===== src/hw/rtl/sfp_pkg.sv =====
// Shared types, register codes and reset values for the serial frame parser.
// No dependencies; every other RTL file refers to this package by scoped name.
`default_nettype none

package sfp_pkg;

  localparam int unsigned BYTE_W     = 8;
  localparam int unsigned LIMIT_W    = 9;
  localparam int unsigned GAIN_W     = 16;
  localparam int unsigned GAIN_COUNT = 6;
  localparam int unsigned GAIN_BYTE_COUNT = 12;
  localparam int unsigned GAIN_IDX_W = 4;
  localparam int unsigned PHASE_W    = 3;
  localparam int unsigned CFG_IDX_W  = 8;
  localparam int unsigned CFG_DATA_W = 9;

  // gain frames need at least this many payload bytes
  localparam logic [BYTE_W-1:0] GAIN_BYTES = 8'd12;

  // parser phases
  localparam logic [PHASE_W-1:0] PH_HUNT    = 3'd0;
  localparam logic [PHASE_W-1:0] PH_SECOND  = 3'd1;
  localparam logic [PHASE_W-1:0] PH_TYPE    = 3'd2;
  localparam logic [PHASE_W-1:0] PH_LENGTH  = 3'd3;
  localparam logic [PHASE_W-1:0] PH_PAYLOAD = 3'd4;
  localparam logic [PHASE_W-1:0] PH_CHECK   = 3'd5;

  // register indexes
  localparam logic [CFG_IDX_W-1:0] REG_FIRST_HEADER    = 8'd0;
  localparam logic [CFG_IDX_W-1:0] REG_SECOND_HEADER   = 8'd1;
  localparam logic [CFG_IDX_W-1:0] REG_TYPE_LIMIT      = 8'd2;
  localparam logic [CFG_IDX_W-1:0] REG_LENGTH_LIMIT    = 8'd3;
  localparam logic [CFG_IDX_W-1:0] REG_GAIN_FRAME_TYPE = 8'd4;

  // register reset values
  localparam logic [BYTE_W-1:0]  FIRST_HEADER_RST    = 8'hAA;
  localparam logic [BYTE_W-1:0]  SECOND_HEADER_RST   = 8'hAF;
  localparam logic [LIMIT_W-1:0] TYPE_LIMIT_RST      = 9'h0F1;
  localparam logic [LIMIT_W-1:0] LENGTH_LIMIT_RST    = 9'd50;
  localparam logic [BYTE_W-1:0]  GAIN_FRAME_TYPE_RST = 8'h10;

  // gain slots, in payload order
  localparam int unsigned G_ANGLE_KP = 0;
  localparam int unsigned G_ANGLE_KI = 1;
  localparam int unsigned G_ANGLE_KD = 2;
  localparam int unsigned G_RATE_KP  = 3;
  localparam int unsigned G_RATE_KI  = 4;
  localparam int unsigned G_RATE_KD  = 5;

  typedef logic signed [GAIN_W-1:0] gain_t;

  typedef struct packed {
    logic [BYTE_W-1:0]  first_header;
    logic [BYTE_W-1:0]  second_header;
    logic [LIMIT_W-1:0] type_limit;
    logic [LIMIT_W-1:0] length_limit;
    logic [BYTE_W-1:0]  gain_frame_type;
  } cfg_t;

  // per-beat event from the framer to the gain bank
  typedef struct packed {
    logic                  wr_en;
    logic [GAIN_IDX_W-1:0] wr_idx;
    logic [BYTE_W-1:0]     wr_data;
    logic                  done;
    logic                  ok;
    logic [BYTE_W-1:0]     kind;
    logic                  load;
  } frame_evt_t;

endpackage

`default_nettype wire


===== src/hw/rtl/sfp_rx_if.sv =====
// Byte input channel: valid/ready plus one received byte.
// Depends on sfp_pkg for widths.
`default_nettype none

interface sfp_rx_if;
  logic                      valid;
  logic                      ready;
  logic [sfp_pkg::BYTE_W-1:0] rx_byte;

  modport source (output valid, output rx_byte, input ready);
  modport sink   (input valid, input rx_byte, output ready);
endinterface

`default_nettype wire


===== src/hw/rtl/sfp_result_if.sv =====
// Result channel: frame verdict, frame type and the six held gains.
// Depends on sfp_pkg for widths and the gain type.
`default_nettype none

interface sfp_result_if;
  logic                       valid;
  logic                       ready;
  logic                       checksum_ok;
  logic [sfp_pkg::BYTE_W-1:0] frame_kind;
  logic                       gains_loaded;
  sfp_pkg::gain_t             angle_kp;
  sfp_pkg::gain_t             angle_ki;
  sfp_pkg::gain_t             angle_kd;
  sfp_pkg::gain_t             rate_kp;
  sfp_pkg::gain_t             rate_ki;
  sfp_pkg::gain_t             rate_kd;

  modport source (output valid, output checksum_ok, output frame_kind, output gains_loaded,
                  output angle_kp, output angle_ki, output angle_kd,
                  output rate_kp, output rate_ki, output rate_kd, input ready);
  modport sink   (input valid, input checksum_ok, input frame_kind, input gains_loaded,
                  input angle_kp, input angle_ki, input angle_kd,
                  input rate_kp, input rate_ki, input rate_kd, output ready);
endinterface

`default_nettype wire


===== src/hw/rtl/sfp_cfg_if.sv =====
// Configuration write channel: valid/ready, register index and write data.
// Depends on sfp_pkg for widths.
`default_nettype none

interface sfp_cfg_if;
  logic                           valid;
  logic                           ready;
  logic [sfp_pkg::CFG_IDX_W-1:0]  index;
  logic [sfp_pkg::CFG_DATA_W-1:0] data;

  modport source (output valid, output index, output data, input ready);
  modport sink   (input valid, input index, input data, output ready);
endinterface

`default_nettype wire


===== src/hw/rtl/serial_frame_parser_gain_loader_core.sv =====
// Top level of the serial frame parser with gain loader.
// Depends on sfp_pkg, the three channel interfaces, sfp_cfg_regs, sfp_framer, sfp_gain_bank.
//
// Takes one received byte per beat on rx and frames it: first header, second
// header, type (below type_limit), length (below length_limit), that many
// payload bytes, then an 8-bit wrapping sum checksum over all earlier bytes.
// A byte that does not fit sends the parser back to hunting (that byte is not
// reused as a header); a zero-length frame never completes. Each checksum byte
// yields one result beat on frame with the verdict and the frame type. A good
// frame of gain_frame_type with at least 12 payload bytes loads six signed
// big-endian 16-bit gains (units of 0.001) from payload bytes 0..11; the six
// gain fields always show the gains currently held. Throughput is one byte per
// clock unless the input register stalls: it feeds the framer, whose update
// writes the result register as the checksum byte leaves the input register.
// The input register only stalls when a checksum byte meets a result beat that
// is still waiting on frame.ready. Config writes (cfg.ready is always high)
// must only happen while no result is pending.

`default_nettype none

module serial_frame_parser_gain_loader_core (
  input  wire logic    clk,
  input  wire logic    rst,
  sfp_rx_if.sink       rx,
  sfp_result_if.source frame,
  sfp_cfg_if.sink      cfg
);

  sfp_pkg::cfg_t              regs;
  sfp_pkg::frame_evt_t        evt;
  logic [sfp_pkg::PHASE_W-1:0] phase;
  logic                       out_busy;

  // input register
  logic                       s1_valid;
  logic [sfp_pkg::BYTE_W-1:0] s1_byte;
  logic                       s1_advance;

  // only a checksum byte produces a beat, so only it waits on the result register
  assign s1_advance = (phase != sfp_pkg::PH_CHECK) || !out_busy;
  assign rx.ready   = !s1_valid || s1_advance;

  always_ff @(posedge clk) begin
    if (rst) begin
      s1_valid <= 1'b0;
    end else if (rx.ready) begin
      s1_valid <= rx.valid;
    end
  end

  always_ff @(posedge clk) begin
    if (rx.ready && rx.valid) begin
      s1_byte <= rx.rx_byte;
    end
  end

  sfp_cfg_regs u_cfg (
    .clk  (clk),
    .rst  (rst),
    .cfg  (cfg),
    .regs (regs)
  );

  sfp_framer u_framer (
    .clk        (clk),
    .rst        (rst),
    .byte_valid (s1_valid && s1_advance),
    .rx_byte    (s1_byte),
    .regs       (regs),
    .evt        (evt),
    .phase      (phase)
  );

  sfp_gain_bank u_gains (
    .clk   (clk),
    .rst   (rst),
    .evt   (evt),
    .frame (frame),
    .busy  (out_busy)
  );

  // a gain load is only ever reported on a good frame
  a_load_needs_ok: assert property (@(posedge clk) disable iff (rst)
    frame.valid && frame.gains_loaded |-> frame.checksum_ok)
    else $error("gains loaded on a frame with a bad checksum");

  // the input stage only holds back a checksum byte facing a stalled result
  a_stall_cause: assert property (@(posedge clk) disable iff (rst)
    s1_valid && !s1_advance |-> phase == sfp_pkg::PH_CHECK && frame.valid && !frame.ready)
    else $error("input stage stalled without a pending result");

  // a new result is never written over one that has not been taken
  a_no_overwrite: assert property (@(posedge clk) disable iff (rst)
    evt.done |-> !out_busy)
    else $error("result beat overwritten while stalled");

  // reset leaves no result pending
  a_reset_empty: assert property (@(posedge clk)
    rst |=> !frame.valid)
    else $error("result valid right after reset");

endmodule

`default_nettype wire


===== src/hw/rtl/sfp_cfg_regs.sv =====
// Configuration register file for the frame parser.
// Depends on sfp_pkg and sfp_cfg_if.
`default_nettype none

module sfp_cfg_regs (
  input  wire logic    clk,
  input  wire logic    rst,
  sfp_cfg_if.sink      cfg,
  output sfp_pkg::cfg_t regs
);

  assign cfg.ready = 1'b1;

  always_ff @(posedge clk) begin
    if (rst) begin
      regs.first_header    <= sfp_pkg::FIRST_HEADER_RST;
      regs.second_header   <= sfp_pkg::SECOND_HEADER_RST;
      regs.type_limit      <= sfp_pkg::TYPE_LIMIT_RST;
      regs.length_limit    <= sfp_pkg::LENGTH_LIMIT_RST;
      regs.gain_frame_type <= sfp_pkg::GAIN_FRAME_TYPE_RST;
    end else if (cfg.valid) begin
      case (cfg.index)
        sfp_pkg::REG_FIRST_HEADER:    regs.first_header    <= cfg.data[sfp_pkg::BYTE_W-1:0];
        sfp_pkg::REG_SECOND_HEADER:   regs.second_header   <= cfg.data[sfp_pkg::BYTE_W-1:0];
        sfp_pkg::REG_TYPE_LIMIT:      regs.type_limit      <= cfg.data;
        sfp_pkg::REG_LENGTH_LIMIT:    regs.length_limit    <= cfg.data;
        sfp_pkg::REG_GAIN_FRAME_TYPE: regs.gain_frame_type <= cfg.data[sfp_pkg::BYTE_W-1:0];
        default: ;  // unknown index: dropped
      endcase
    end
  end

endmodule

`default_nettype wire


===== src/hw/rtl/sfp_framer.sv =====
// Frame state machine: header/type/length checks, payload count, running sum.
// Depends on sfp_pkg; emits one frame_evt_t per processed byte.
`default_nettype none

module sfp_framer (
  input  wire logic                      clk,
  input  wire logic                      rst,
  input  wire logic                      byte_valid,
  input  wire logic [sfp_pkg::BYTE_W-1:0] rx_byte,
  input  wire sfp_pkg::cfg_t             regs,
  output sfp_pkg::frame_evt_t            evt,
  output logic [sfp_pkg::PHASE_W-1:0]    phase
);

  logic [sfp_pkg::PHASE_W-1:0] phase_next;
  logic [sfp_pkg::BYTE_W-1:0]  bytes_left, bytes_left_next;
  logic [sfp_pkg::BYTE_W-1:0]  payload_count, payload_count_next;
  logic [sfp_pkg::BYTE_W-1:0]  running_sum, running_sum_next;
  logic [sfp_pkg::BYTE_W-1:0]  held_type, held_type_next;
  logic [sfp_pkg::BYTE_W-1:0]  sum_add;
  logic [sfp_pkg::LIMIT_W-1:0] byte_wide;

  assign sum_add   = running_sum + rx_byte;
  assign byte_wide = {1'b0, rx_byte};

  always_comb begin
    phase_next         = phase;
    bytes_left_next    = bytes_left;
    payload_count_next = payload_count;
    running_sum_next   = running_sum;
    held_type_next     = held_type;
    evt                = '0;
    evt.wr_idx         = payload_count[sfp_pkg::GAIN_IDX_W-1:0];
    evt.wr_data        = rx_byte;
    evt.kind           = held_type;
    if (byte_valid) begin
      phase_next = sfp_pkg::PH_HUNT;  // misfit byte unless a case below fits
      case (phase)
        sfp_pkg::PH_HUNT: begin
          if (rx_byte == regs.first_header) begin
            phase_next       = sfp_pkg::PH_SECOND;
            running_sum_next = rx_byte;
          end
        end
        sfp_pkg::PH_SECOND: begin
          if (rx_byte == regs.second_header) begin
            phase_next       = sfp_pkg::PH_TYPE;
            running_sum_next = sum_add;
          end
        end
        sfp_pkg::PH_TYPE: begin
          if (byte_wide < regs.type_limit) begin
            phase_next       = sfp_pkg::PH_LENGTH;
            held_type_next   = rx_byte;
            running_sum_next = sum_add;
          end
        end
        sfp_pkg::PH_LENGTH: begin
          if (byte_wide < regs.length_limit) begin
            phase_next         = sfp_pkg::PH_PAYLOAD;
            bytes_left_next    = rx_byte;
            payload_count_next = '0;
            running_sum_next   = sum_add;
          end
        end
        sfp_pkg::PH_PAYLOAD: begin
          // zero length falls through to hunting here
          if (bytes_left != '0) begin
            evt.wr_en          = (payload_count < sfp_pkg::GAIN_BYTES);
            payload_count_next = payload_count + 8'd1;
            bytes_left_next    = bytes_left - 8'd1;
            running_sum_next   = sum_add;
            phase_next = (bytes_left == 8'd1) ? sfp_pkg::PH_CHECK : sfp_pkg::PH_PAYLOAD;
          end
        end
        sfp_pkg::PH_CHECK: begin
          evt.done = 1'b1;
          evt.ok   = (running_sum == rx_byte);
          evt.load = (running_sum == rx_byte) && (held_type == regs.gain_frame_type) &&
                     (payload_count >= sfp_pkg::GAIN_BYTES);
        end
        default: ;
      endcase
    end
  end

  always_ff @(posedge clk) begin
    if (rst) begin
      phase         <= sfp_pkg::PH_HUNT;
      bytes_left    <= '0;
      payload_count <= '0;
      running_sum   <= '0;
      held_type     <= '0;
    end else begin
      phase         <= phase_next;
      bytes_left    <= bytes_left_next;
      payload_count <= payload_count_next;
      running_sum   <= running_sum_next;
      held_type     <= held_type_next;
    end
  end

endmodule

`default_nettype wire


===== src/hw/rtl/sfp_gain_bank.sv =====
// Gain byte buffer, held gains and the registered result beat.
// Depends on sfp_pkg and sfp_result_if.
`default_nettype none

module sfp_gain_bank (
  input  wire logic                clk,
  input  wire logic                rst,
  input  wire sfp_pkg::frame_evt_t evt,
  sfp_result_if.source             frame,
  output logic                     busy
);

  logic [sfp_pkg::BYTE_W-1:0] gain_bytes [sfp_pkg::GAIN_BYTE_COUNT];
  sfp_pkg::gain_t             last_gains [sfp_pkg::GAIN_COUNT];
  logic                       valid;
  logic                       checksum_ok;
  logic [sfp_pkg::BYTE_W-1:0] frame_kind;
  logic                       gains_loaded;

  // payload buffer: no reset, only read after all twelve bytes were written
  always_ff @(posedge clk) begin
    if (evt.wr_en) begin
      gain_bytes[evt.wr_idx] <= evt.wr_data;
    end
  end

  always_ff @(posedge clk) begin
    if (rst) begin
      for (int g = 0; g < sfp_pkg::GAIN_COUNT; g++) begin
        last_gains[g] <= '0;
      end
    end else if (evt.load) begin
      for (int g = 0; g < sfp_pkg::GAIN_COUNT; g++) begin
        last_gains[g] <= {gain_bytes[2*g], gain_bytes[2*g+1]};  // big-endian
      end
    end
  end

  always_ff @(posedge clk) begin
    if (rst) begin
      valid <= 1'b0;
    end else if (evt.done) begin
      valid <= 1'b1;
    end else if (frame.ready) begin
      valid <= 1'b0;
    end
  end

  always_ff @(posedge clk) begin
    if (evt.done) begin
      checksum_ok  <= evt.ok;
      frame_kind   <= evt.kind;
      gains_loaded <= evt.load;
    end
  end

  assign busy               = valid && !frame.ready;
  assign frame.valid        = valid;
  assign frame.checksum_ok  = checksum_ok;
  assign frame.frame_kind   = frame_kind;
  assign frame.gains_loaded = gains_loaded;
  // gains change only with a new beat, which waits for the previous one to drain
  assign frame.angle_kp = last_gains[sfp_pkg::G_ANGLE_KP];
  assign frame.angle_ki = last_gains[sfp_pkg::G_ANGLE_KI];
  assign frame.angle_kd = last_gains[sfp_pkg::G_ANGLE_KD];
  assign frame.rate_kp  = last_gains[sfp_pkg::G_RATE_KP];
  assign frame.rate_ki  = last_gains[sfp_pkg::G_RATE_KI];
  assign frame.rate_kd  = last_gains[sfp_pkg::G_RATE_KD];

endmodule

`default_nettype wire


===== src/flat_wrapper.sv =====
// flat-port wrapper written by rule: the top's interface ports become plain ports
module serial_frame_parser_gain_loader_core_flat 
  (clk, rst, rx_valid, rx_rx_byte, rx_ready, frame_valid, frame_checksum_ok, frame_frame_kind, frame_gains_loaded, frame_angle_kp, frame_angle_ki, frame_angle_kd, frame_rate_kp, frame_rate_ki, frame_rate_kd, frame_ready, cfg_valid, cfg_index, cfg_data, cfg_ready);
  sfp_rx_if rx_i ();
  sfp_result_if frame_i ();
  sfp_cfg_if cfg_i ();
  input  wire logic clk;
  input  wire logic rst;
  input wire logic [$bits(rx_i.valid)-1:0] rx_valid;
  input wire logic [$bits(rx_i.rx_byte)-1:0] rx_rx_byte;
  output wire logic [$bits(rx_i.ready)-1:0] rx_ready;
  output wire logic [$bits(frame_i.valid)-1:0] frame_valid;
  output wire logic [$bits(frame_i.checksum_ok)-1:0] frame_checksum_ok;
  output wire logic [$bits(frame_i.frame_kind)-1:0] frame_frame_kind;
  output wire logic [$bits(frame_i.gains_loaded)-1:0] frame_gains_loaded;
  output wire logic [$bits(frame_i.angle_kp)-1:0] frame_angle_kp;
  output wire logic [$bits(frame_i.angle_ki)-1:0] frame_angle_ki;
  output wire logic [$bits(frame_i.angle_kd)-1:0] frame_angle_kd;
  output wire logic [$bits(frame_i.rate_kp)-1:0] frame_rate_kp;
  output wire logic [$bits(frame_i.rate_ki)-1:0] frame_rate_ki;
  output wire logic [$bits(frame_i.rate_kd)-1:0] frame_rate_kd;
  input wire logic [$bits(frame_i.ready)-1:0] frame_ready;
  input wire logic [$bits(cfg_i.valid)-1:0] cfg_valid;
  input wire logic [$bits(cfg_i.index)-1:0] cfg_index;
  input wire logic [$bits(cfg_i.data)-1:0] cfg_data;
  output wire logic [$bits(cfg_i.ready)-1:0] cfg_ready;
  assign rx_i.valid = rx_valid;
  assign rx_i.rx_byte = rx_rx_byte;
  assign rx_ready = rx_i.ready;
  assign frame_valid = frame_i.valid;
  assign frame_checksum_ok = frame_i.checksum_ok;
  assign frame_frame_kind = frame_i.frame_kind;
  assign frame_gains_loaded = frame_i.gains_loaded;
  assign frame_angle_kp = frame_i.angle_kp;
  assign frame_angle_ki = frame_i.angle_ki;
  assign frame_angle_kd = frame_i.angle_kd;
  assign frame_rate_kp = frame_i.rate_kp;
  assign frame_rate_ki = frame_i.rate_ki;
  assign frame_rate_kd = frame_i.rate_kd;
  assign frame_i.ready = frame_ready;
  assign cfg_i.valid = cfg_valid;
  assign cfg_i.index = cfg_index;
  assign cfg_i.data = cfg_data;
  assign cfg_ready = cfg_i.ready;
  serial_frame_parser_gain_loader_core u_core (.clk(clk), .rst(rst), .rx(rx_i), .frame(frame_i), .cfg(cfg_i));
endmodule

===== config.mk =====
export PLATFORM = sky130hd
export DESIGN_NAME = serial_frame_parser_gain_loader_core_flat
export DESIGN_NICKNAME = d
export VERILOG_FILES = /design/src/hw/rtl/sfp_pkg.sv /design/src/hw/rtl/sfp_rx_if.sv /design/src/hw/rtl/sfp_result_if.sv /design/src/hw/rtl/sfp_cfg_if.sv /design/src/hw/rtl/serial_frame_parser_gain_loader_core.sv /design/src/hw/rtl/sfp_cfg_regs.sv /design/src/hw/rtl/sfp_framer.sv /design/src/hw/rtl/sfp_gain_bank.sv /design/src/flat_wrapper.sv
export SDC_FILE = /design/constraint.sdc
export NUM_CORES = 1
export LEC_CHECK = 0
export ABC_AREA = 1
export BUFFER_PORTS_ARGS = -buffer_cell sky130_fd_sc_hd__buf_2
export CORE_ASPECT_RATIO = 1.25
export CORE_MARGIN = 2
export CORE_UTILIZATION = 55
export DETAILED_ROUTE_END_ITERATION = 16
export GPL_ROUTABILITY_DRIVEN = 0
export PLACE_DENSITY_LB_ADDON = 0.3
export REMOVE_ABC_BUFFERS = 1
export SLEW_MARGIN = 20
export SYNTH_ARGS = -nofsm -noshare
export SYNTH_HDL_FRONTEND = slang
export SYNTH_SLANG_ARGS = --single-unit

===== constraint.sdc =====
create_clock -name clk -period 5.5 [get_ports clk]
set_clock_uncertainty 0.15 [all_clocks]
set_input_delay 1.1 -clock clk [delete_from_list [all_inputs] [get_ports clk]]
set_output_delay 1.1 -clock clk [all_outputs]
set_load 0.01 [all_outputs]

==> results of run 1 <==
flip-flops by register name (all words and copies together) (netlist names):
signal                             flops
u_core.u_gains.gain_bytes             96
u_core.u_framer.bytes_left             8
u_core.u_gains.frame.checksum_ok       1
u_core.u_framer.running_sum            8
u_core.u_framer.held_type              8
u_core.u_framer.phase                  3
u_core.u_gains.last_gains             96
u_core.u_gains.frame.frame_kind        8
u_core.u_framer.payload_count          8
u_core.s1_byte                         8
u_core.u_gains.frame.valid             1
u_core.u_cfg.regs                     42
u_core.u_gains.frame.gains_loaded      1
u_core.s1_valid                        1
power by group through the flow:
stage	clock network [W]	logic, W	registers (W)
final	0.00177	0.000205	0.00240
after global routing	0.00188	0.000228	0.00241
after CTS	0.00179	0.000207	0.00240
after detailed placement	0	0.000207	0.00245
after global placement	0	0.000203	0.00245
after floorplan	0	0.0000737	0.00247
layout by cell type (no fill, tap or decap), types with 11 or more instances in the layout:
cell type,Yosys,routed
sky130_fd_sc_hd__inv_1,200,200
sky130_fd_sc_hd__edfxtp_1,210,210
sky130_fd_sc_hd__nor2_2,43,43
sky130_fd_sc_hd__o211ai_1,19,19
sky130_fd_sc_hd__o21ai_0,50,50
sky130_fd_sc_hd__ha_1,28,28
sky130_fd_sc_hd__clkbuf_16,0,27
sky130_fd_sc_hd__nor2_1,134,134
sky130_fd_sc_hd__buf_4,2,11
sky130_fd_sc_hd__a21oi_1,67,67
sky130_fd_sc_hd__dfxtp_1,79,79
sky130_fd_sc_hd__nand3_1,33,33
sky130_fd_sc_hd__buf_2,8,137
sky130_fd_sc_hd__nand2_1,174,173
how the worst min path moves through the flow:
stage                                                 from                                 end  slack (ns)  cells after the start
after floorplan           u_core.u_framer.payload_count[7]    u_core.u_framer.payload_count[7]        0.28                      2
after global placement               u_core.u_cfg.regs[18]               u_core.u_cfg.regs[18]        0.29                      2
after detailed placement             u_core.u_cfg.regs[19]               u_core.u_cfg.regs[19]        0.30                      2
after CTS                            u_core.u_cfg.regs[19]               u_core.u_cfg.regs[19]        0.31                      2
after global routing          u_core.u_framer.held_type[5]  u_core.u_gains.frame.frame_kind[5]        0.34                      0
final                                u_core.u_cfg.regs[19]               u_core.u_cfg.regs[19]        0.31                      2
area by class of cell:
cell class	count	area [um^2]	area share
clock buffers	36	719.4	0.05229
clock inverters	13	112.6	0.008185
inverters	206	773.2	0.05620
multi-input cells	602	3128	0.2274
flip-flops and latches	289	7888	0.5733
well taps	279	349.1	0.02537
repair buffers	149	788.3	0.05729
tightest hold or removal path, delay by kind of cell (launching register included):
kind	cells	cell delay [ns]
AO/OA/AOI/OAI	1	0.05
flip-flops	1	0.30
buffers and inverters	1	0.06
per-stage QoR:
stage                     cells  instance area (um^2)
after global routing       1574                 13760
after floorplan            1097                 11760
after CTS                  1574                 13750
after global placement     1525                 12920
final                      1574                 13760
after detailed placement   1525                 12920
routing by layer:
| metal | share of wire | wire, um | global-route usage |
|---|---|---|---|
| met3 | 0.057 | 1376 | 0.03115 |
| met1 | 0.40 | 9642 | 0.2606 |
| met4 | 0.026 | 629 | 0.06703 |
| met2 | 0.51 | 12330 | 0.3887 |
| met5 | 0 | 0 | 0 |
Yosys cell counts (16+ instances only):
cell,n,area [um^2]
sky130_fd_sc_hd__a21oi_1,67,335.3
sky130_fd_sc_hd__clkbuf_1,16,60.06
sky130_fd_sc_hd__dfxtp_1,79,1582
sky130_fd_sc_hd__edfxtp_1,210,6306
sky130_fd_sc_hd__ha_1,28,350.3
sky130_fd_sc_hd__inv_1,200,750.7
sky130_fd_sc_hd__nand2_1,174,653.1
sky130_fd_sc_hd__nand3_1,33,165.2
sky130_fd_sc_hd__nor2_1,134,503.0
sky130_fd_sc_hd__nor2_2,43,269.0
sky130_fd_sc_hd__o211ai_1,19,142.6
sky130_fd_sc_hd__o21ai_0,50,250.2
logic make-up (layout without fill, tap and decap cells):
| family | count (synthesis) | in the layout | share of synthesized area |
|---|---|---|---|
| simple gates | 410 | 410 | 0.1491 |
| flops | 289 | 289 | 0.6618 |
| other cells | 1 | 1 | 0.0003147 |
| fa+ha+maj | 29 | 29 | 0.03108 |
| buf+inv | 236 | 404 | 0.07832 |
| compound gates | 142 | 142 | 0.06467 |
| xor+xnor | 20 | 20 | 0.01470 |
==> impl_results.md, run 1 <==
- CTS tree: built
- Final Hold Violating Endpoints: 0
- Static leakage: 5.979 nW
- Post-Synthesis Mean Instance Area: 10.57 um^2
- Die span in x: 135.7 um
- Path category of the worst min-delay check: flip-flop to flip-flop
- Worst Setup Slack, final: 2.023 ns
- Routed length per instance: 15.23 um
- Cells along the critical path: ha_1 > nand2_1 > inv_1 > nand2_1 > nand2_1 > nand2_1 > nand3_1 > nand2_1 > nand2_1 > nor2_2 > inv_1 > nor2_1 > nor2_1
- Unrepaired setup endpoints after global routing: false
- Worst Setup Slack post-DPL: 1.670 ns
- Worst-case hold slack: 0.3066 ns
- Critical path fanouts, max: 18
- Minimum clock period: 3.477 ns
- I/O pin count: 139
- Setup fix buffers added after clock tree synthesis: 0
- Kind of critical path: flip-flop to flip-flop
- Synth async-reset ratio: 0
- Clk sink count: 289
- Most used cell, CP: sky130_fd_sc_hd__nand2_1
- Power, Total: 0.004377 W
- Number of buffer and inverter stages on the critical path: 2
- Clk Latency, worst-skew pair: 0.53 ns
- CTS H-Tree Depth: 1
- GR Util All Layers: 0.2135
- Share of cells above drive strength 1: 0.1853
- Post-route fraction of the period consumed by the critical path: 0.6321
- Wire length of the first global-routing pass: 38380 um
- Number of violations reported at the end of detailed-routing iteration 0: 532
- Final total negative setup slack: 0 ns
- Total routed wirelength: 23980 um
- Worst endpoint required time: 5.76 ns
- Flip-flop and latch count after synthesis: 289
- Relative slew slack: 0.2735
- Highest attainable clock frequency: 287.6 MHz
- Number of gates resized after CTS: 0
- Register-to-register setup slack: 2.02 ns
- Total of hold buffers inserted after clock tree synthesis: 0
- Starting utilization of the core area: 0.5570
- Die outline area: 22870 um^2
- Clock group share of total power: 0.404
- Launch point of the worst path: u_core.s1_byte[4]
- Port Buffers: 137
- Library cell used as clock root buffer: sky130_fd_sc_hd__clkbuf_16
- Max-capacitance violation count: 0
- Portion of total power attributed to sequential cells: 0.549
- Post-synthesis sequential area ratio: 0.6618
- Die extent in y: 168.6 um
- Startpoint types: flip-flop
- Synthesized instance count: 1127
- Largest stage delay on the critical path: 0.97 ns
- Fraction of power consumed by combinational cells: 0.047
- Number of inserted diodes: 0
- Clock-pin slew reported for the worst setup and hold paths after clock tree synthesis: 0.06 ns
- Final Core Density: 0.6430
- Router iterations before antenna repair: 5
- Num rows: 60
- Worst setup path endpoint: u_core.u_framer.bytes_left[7]
- Number of warnings reported in the yosys synthesis log: 0
- Top_reg_cell synth: sky130_fd_sc_hd__edfxtp_1
- CP max-delay cell: sky130_fd_sc_hd__edfxtp_1
- Switching fraction of total power: 0.2111
- Synthesis-to-finish area growth: 15.44%
- Arrival time of data at the critical path endpoint: 3.74 ns
- Endpoint kind of the worst setup timing path: flip-flop
- Crit Reg-Reg Endpoint: u_core.u_framer.bytes_left[7]
- Top Family by Delay on Critical Path: simple AND/OR/NAND/NOR gates
- Pins over their slew limit: 0
- R2R Path Start: u_core.s1_byte[4]
- Status: complete, no violations
- Post-synth EDFFs: 210
- HPWL after DPL: 15450 um
- Post-route DRC violation count: 0
- Number of global-route vias before repair: 7677
- Clock tree buffer depth: 3
- Core box area: 21400 um^2
- Sw power: 0.0009240 W
- Number of buffers added by the clock tree synthesis step: 27
- Post-Synthesis Cell Area: 11920 um^2
- Net count of the finished layout: 1334
- Power per cell area: 318.1 nW/um^2
- Final count of negative-setup-slack endpoints: 0
- Cell internal power dissipation: 0.003453 W
- Number of vias per cell after detailed routing: 5.049
- Total vias in the final route: 7947
- Number of distinct library cells after synthesis: 40
- Worst Max-Slew Pin Slew: 1.080 ns
- Final-layout fill cell count: 1703
- Cells on worst reg2reg path: 13
- Crit path depth: 13
- IR drop worst, VDD: 0.2140 mV
- Maximum number of pins on one net before global-route repair: 80
- Initial antenna violation count: 0
- Antenna-violating nets left: 0
- Final global-route overflow total: 0
Power figures use the tool's default switching activity.
==> run 2, diff against run 1 <==
ABC_AREA = 0   (was 1)
clock period = 3.35 ns   (was 5.5 ns; I/O delays follow)
==> run 2 against run 1 <==
  * Non-clock buffer count rose by 16
  * Die area fell by 3.0%
  * Combinational power rose by 65%
  * Worst setup slack got worse by 1.6 ns
  * Via count fell by 9.0%
  * Hold slack got worse by 0.13 ns
  * Synthesized cell count fell by 22%
  * Largest power group unchanged
  * Power rose by 64%
  * Clock-buffer cell count rose by 2
  * Highest routed layer unchanged
  * Clock power rose by 64%
  * Critical path type unchanged
  * Design area fell by 2.0%
==> impl_results.md, run 2 <==
- CTS tree: built
- Number of violations reported at the end of detailed-routing iteration 0: 432 (-19%)
- Beginning of the worst hold path: rx_rx_byte[2]
- Cells taking the most area after synthesis: sky130_fd_sc_hd__edfxtp_1 (55%), sky130_fd_sc_hd__dfxtp_1 (14%), sky130_fd_sc_hd__and3_1 (5.5%)
- Routed length per instance: 17.60 um (+16%)
- Final count of negative-setup-slack endpoints: 0 (unchanged)
- Number of inserted diodes: 0 (unchanged)
- Initial antenna violation count: 0 (unchanged)
- Number of distinct library cells after synthesis: 59 (+48%)
- Starting utilization of the core area: 0.5565 (about the same)
- Commonest cells post-synth: sky130_fd_sc_hd__edfxtp_1 (210), sky130_fd_sc_hd__and3_1 (101), sky130_fd_sc_hd__dfxtp_1 (79)
- Worst endpoint required time: 3.65 ns (-2.11 ns)
- Post-route DRC violation count: 0 (unchanged)
- HPWL after DPL: 15600 um (+0.97%)
- Total of hold buffers inserted after clock tree synthesis: 0 (unchanged)
- GR Util All Layers: 0.2061 (-0.007404)
- Port Buffers: 137 (unchanged)
- Antenna-violating nets left: 0 (unchanged)
- I/O pin count: 139 (unchanged)
- Final global-route overflow total: 0 (unchanged)
- Share of cells above drive strength 1: 0.2058 (+0.02044)
- Relative slew slack: 0.6086 (+0.3350)
- Top_reg_cell synth: sky130_fd_sc_hd__edfxtp_1
- Area taken by multi-input logic gates: 3348 um^2 (+7.0%)
- Pins over their slew limit: 0 (unchanged)
- Unrepaired setup endpoints after global routing: false
- Synthesis-to-finish area growth: 16.78%
- Clk Latency, worst-skew pair: 0.53 ns (about the same)
- Post-route fraction of the period consumed by the critical path: 0.8802 (+0.2481)
- Number of vias per cell after detailed routing: 5.505 (+9.0%)
- Clock-pin slew reported for the worst setup and hold paths after clock tree synthesis: 0.06 ns (about the same)
- Num rows: 59 (-1.7%)
- Post-Synthesis Mean Instance Area: 13.18 um^2 (+25%)
- Number of buffers added by the clock tree synthesis step: 26 (-3.7%)
- Arrival time of data at the critical path endpoint: 3.25 ns (-0.49 ns)
- Maximum number of pins on one net before global-route repair: 98 (+23%)
- Critical path fanouts, max: 11 (-7)
- Synthesized instance count: 876 (-22%)
- Clock tree buffer depth: 3 (unchanged)
- Final Hold Violating Endpoints: 0 (unchanged)
- Startpoint types: flip-flop
- Power per cell area: 533.2 nW/um^2 (+68%)
- Number of warnings reported in the yosys synthesis log: 0 (unchanged)
- Minimum clock period: 2.949 ns (-0.5280 ns)
- Post-synth EDFFs: 210 (unchanged)
- Flip-flop and latch count after synthesis: 289 (unchanged)
- Worst-case hold slack: 0.1783 ns (-0.1283 ns)
- Total vias in the final route: 7233 (-9.0%)
- Library cell used as clock root buffer: sky130_fd_sc_hd__clkbuf_16
- Die outline area: 22170 um^2 (-3.0%)
- Router iterations before antenna repair: 4 (-1)
- Synth async-reset ratio: 0 (unchanged)
- Die extent in y: 166.0 um (-1.5%)
- Worst Setup Slack post-DPL: 0.4194 ns (-1.250 ns)
- Net count of the finished layout: 1079 (-19%)
- Setup fix buffers added after clock tree synthesis: 0 (unchanged)
- Sequential cell area in the final layout: 7888 um^2 (unchanged)
- Launch point of the worst path: u_core.s1_byte[1]
- Path category of the worst min-delay check: input pin to flip-flop
- Cell type with the highest aggregate area in the netlist: sky130_fd_sc_hd__edfxtp_1
- Area share of the leading cell type in the synthesized netlist: 0.5462 (+0.01709)
- Non-filler instance count after layout: 1314 (-17%)
- Final-layout fill cell count: 1572 (-7.7%)
- IR drop worst, VDD: 0.4307 mV (+100%)
- Worst Max-Slew Pin Slew: 0.5855 ns (-0.4942 ns)
- Wire length of the first global-routing pass: 36050 um (-6.1%)
- Die span in x: 133.6 um (-1.5%)
- Biggest registers after layout: u_core.u_gains.gain_bytes (96), u_core.u_gains.last_gains (96), u_core.u_cfg.regs (42)
- Number of global-route vias before repair: 6817 (-11%)
- Highest attainable clock frequency: 339.1 MHz (+18%)
- Number of gates resized after CTS: 0 (unchanged)
- Worst Setup Slack, final: 0.4014 ns (-1.622 ns)
- Commonest non-fill, non-tap cell in the layout: sky130_fd_sc_hd__edfxtp_1
- Most frequent cell after synthesis: sky130_fd_sc_hd__edfxtp_1
- Post-Synthesis Cell Area: 11540 um^2 (-3.1%)
- Max-capacitance violation count: 0 (unchanged)
- Total routed wirelength: 23120 um (-3.6%)
- Placed Cells: 1266 (-17%)
- Post-synthesis sequential area ratio: 0.6832 (+0.02138)
- Endpoint kind of the worst setup timing path: flip-flop
- CTS H-Tree Depth: 1 (unchanged)
- R2R Path Start: u_core.s1_byte[1]
- Clk sink count: 289 (unchanged)
- Most frequent cells in the layout: sky130_fd_sc_hd__edfxtp_1 (210), sky130_fd_sc_hd__buf_2 (137), sky130_fd_sc_hd__and3_1 (101), sky130_fd_sc_hd__dfxtp_1 (79), sky130_fd_sc_hd__nor2_1 (61)
- Static leakage: 5.502 nW (-8.0%)
- Core box area: 20740 um^2 (-3.0%)
- Kind of critical path: flip-flop to flip-flop
- Status: complete, no violations
-- run 2: cell types whose count changed after synthesis, sizes merged, moves of 34 or more --
| cell | previous run | this run |
|---|---|---|
| nor2 | 179 | 61 |
| mux2i | 0 | 42 |
| a21oi | 67 | 27 |
| inv | 203 | 32 |
| and3 | 1 | 101 |
| nand2 | 175 | 55 |
| o21ai | 51 | 17 |
-- run 2: path summary, 6_finish.rpt --
check                                                       to  slack [ns]  depth (start not counted)
worst min register to register   u_core.u_framer.bytes_left[1]        0.31                          2
worst max register to register  u_core.u_framer.running_sum[7]        0.40                          8
worst max-delay path            u_core.u_framer.running_sum[7]        0.40                          8
worst min-delay path                         u_core.s1_byte[2]        0.18                          1
-- run 2: power breakdown --
part	switching, W	internal [W]
sequential	0.0000434	0.00390
combinational	0.000220	0.000119
clock	0.00122	0.00168
total	0.00149	0.00570
-- run 2: cell type report --
cell class / count / area share
multi-input combinational: 506 / 0.2484
clock inverter: 10 / 0.007425
clock buffer: 38 / 0.05466
tap: 274 / 0.02543
timing repair buffer: 165 / 0.07016
sequential: 289 / 0.5851
inverter: 32 / 0.008909
-- run 2: cells by family after synthesis --
family	after synthesis	share of synthesized area
xor gates and xnor gates	27	0.02048
DFF	289	0.6832
and+or+nand+nor	305	0.1393
muxes	43	0.03739
AOI/OAI and AO/OA	101	0.05961
other	1	0.0003248
buffers and inverters	81	0.02763
adders and majority gates	29	0.03208
-- run 2: critical path: stages, from the launching register on --
cell and delay, ns:
sky130_fd_sc_hd__edfxtp_1 0.67, sky130_fd_sc_hd__ha_1 0.35, sky130_fd_sc_hd__a211oi_1 0.29, sky130_fd_sc_hd__nor2_1 0.11
sky130_fd_sc_hd__o31ai_1 0.40, sky130_fd_sc_hd__a21oi_1 0.15, sky130_fd_sc_hd__or4_1 0.49, sky130_fd_sc_hd__o41a_1 0.13
sky130_fd_sc_hd__a21oi_1 0.14
-- run 2: stage by stage --
step | TNS [ns] | power, W | cell area [um^2] | util
3_3_place_gp | 0 | 0.004361 | 12640 | 0.6096
5_1_grt | 0 | 0.007406 | 13480 | 0.6499
4_1_cts | 0 | 0.007245 | 13480 | 0.6499
2_1_floorplan | -148.25 | 0.004167 | 11350 | -
6_report | 0 | 0.007189 | 13480 | 0.6499
3_5_place_dp | 0 | 0.004367 | 12640 | 0.6096
-- run 2: per-layer routing --
metal,vias up,routed length (um),track usage,part of all wire
met3,34,1222,0.03236,0.053
met5,-,0,0,0
li1,3509,-,-,-
met2,228,11810,0.3691,0.51
met1,3462,9476,0.2553,0.41
met4,0,612,0.06707,0.026
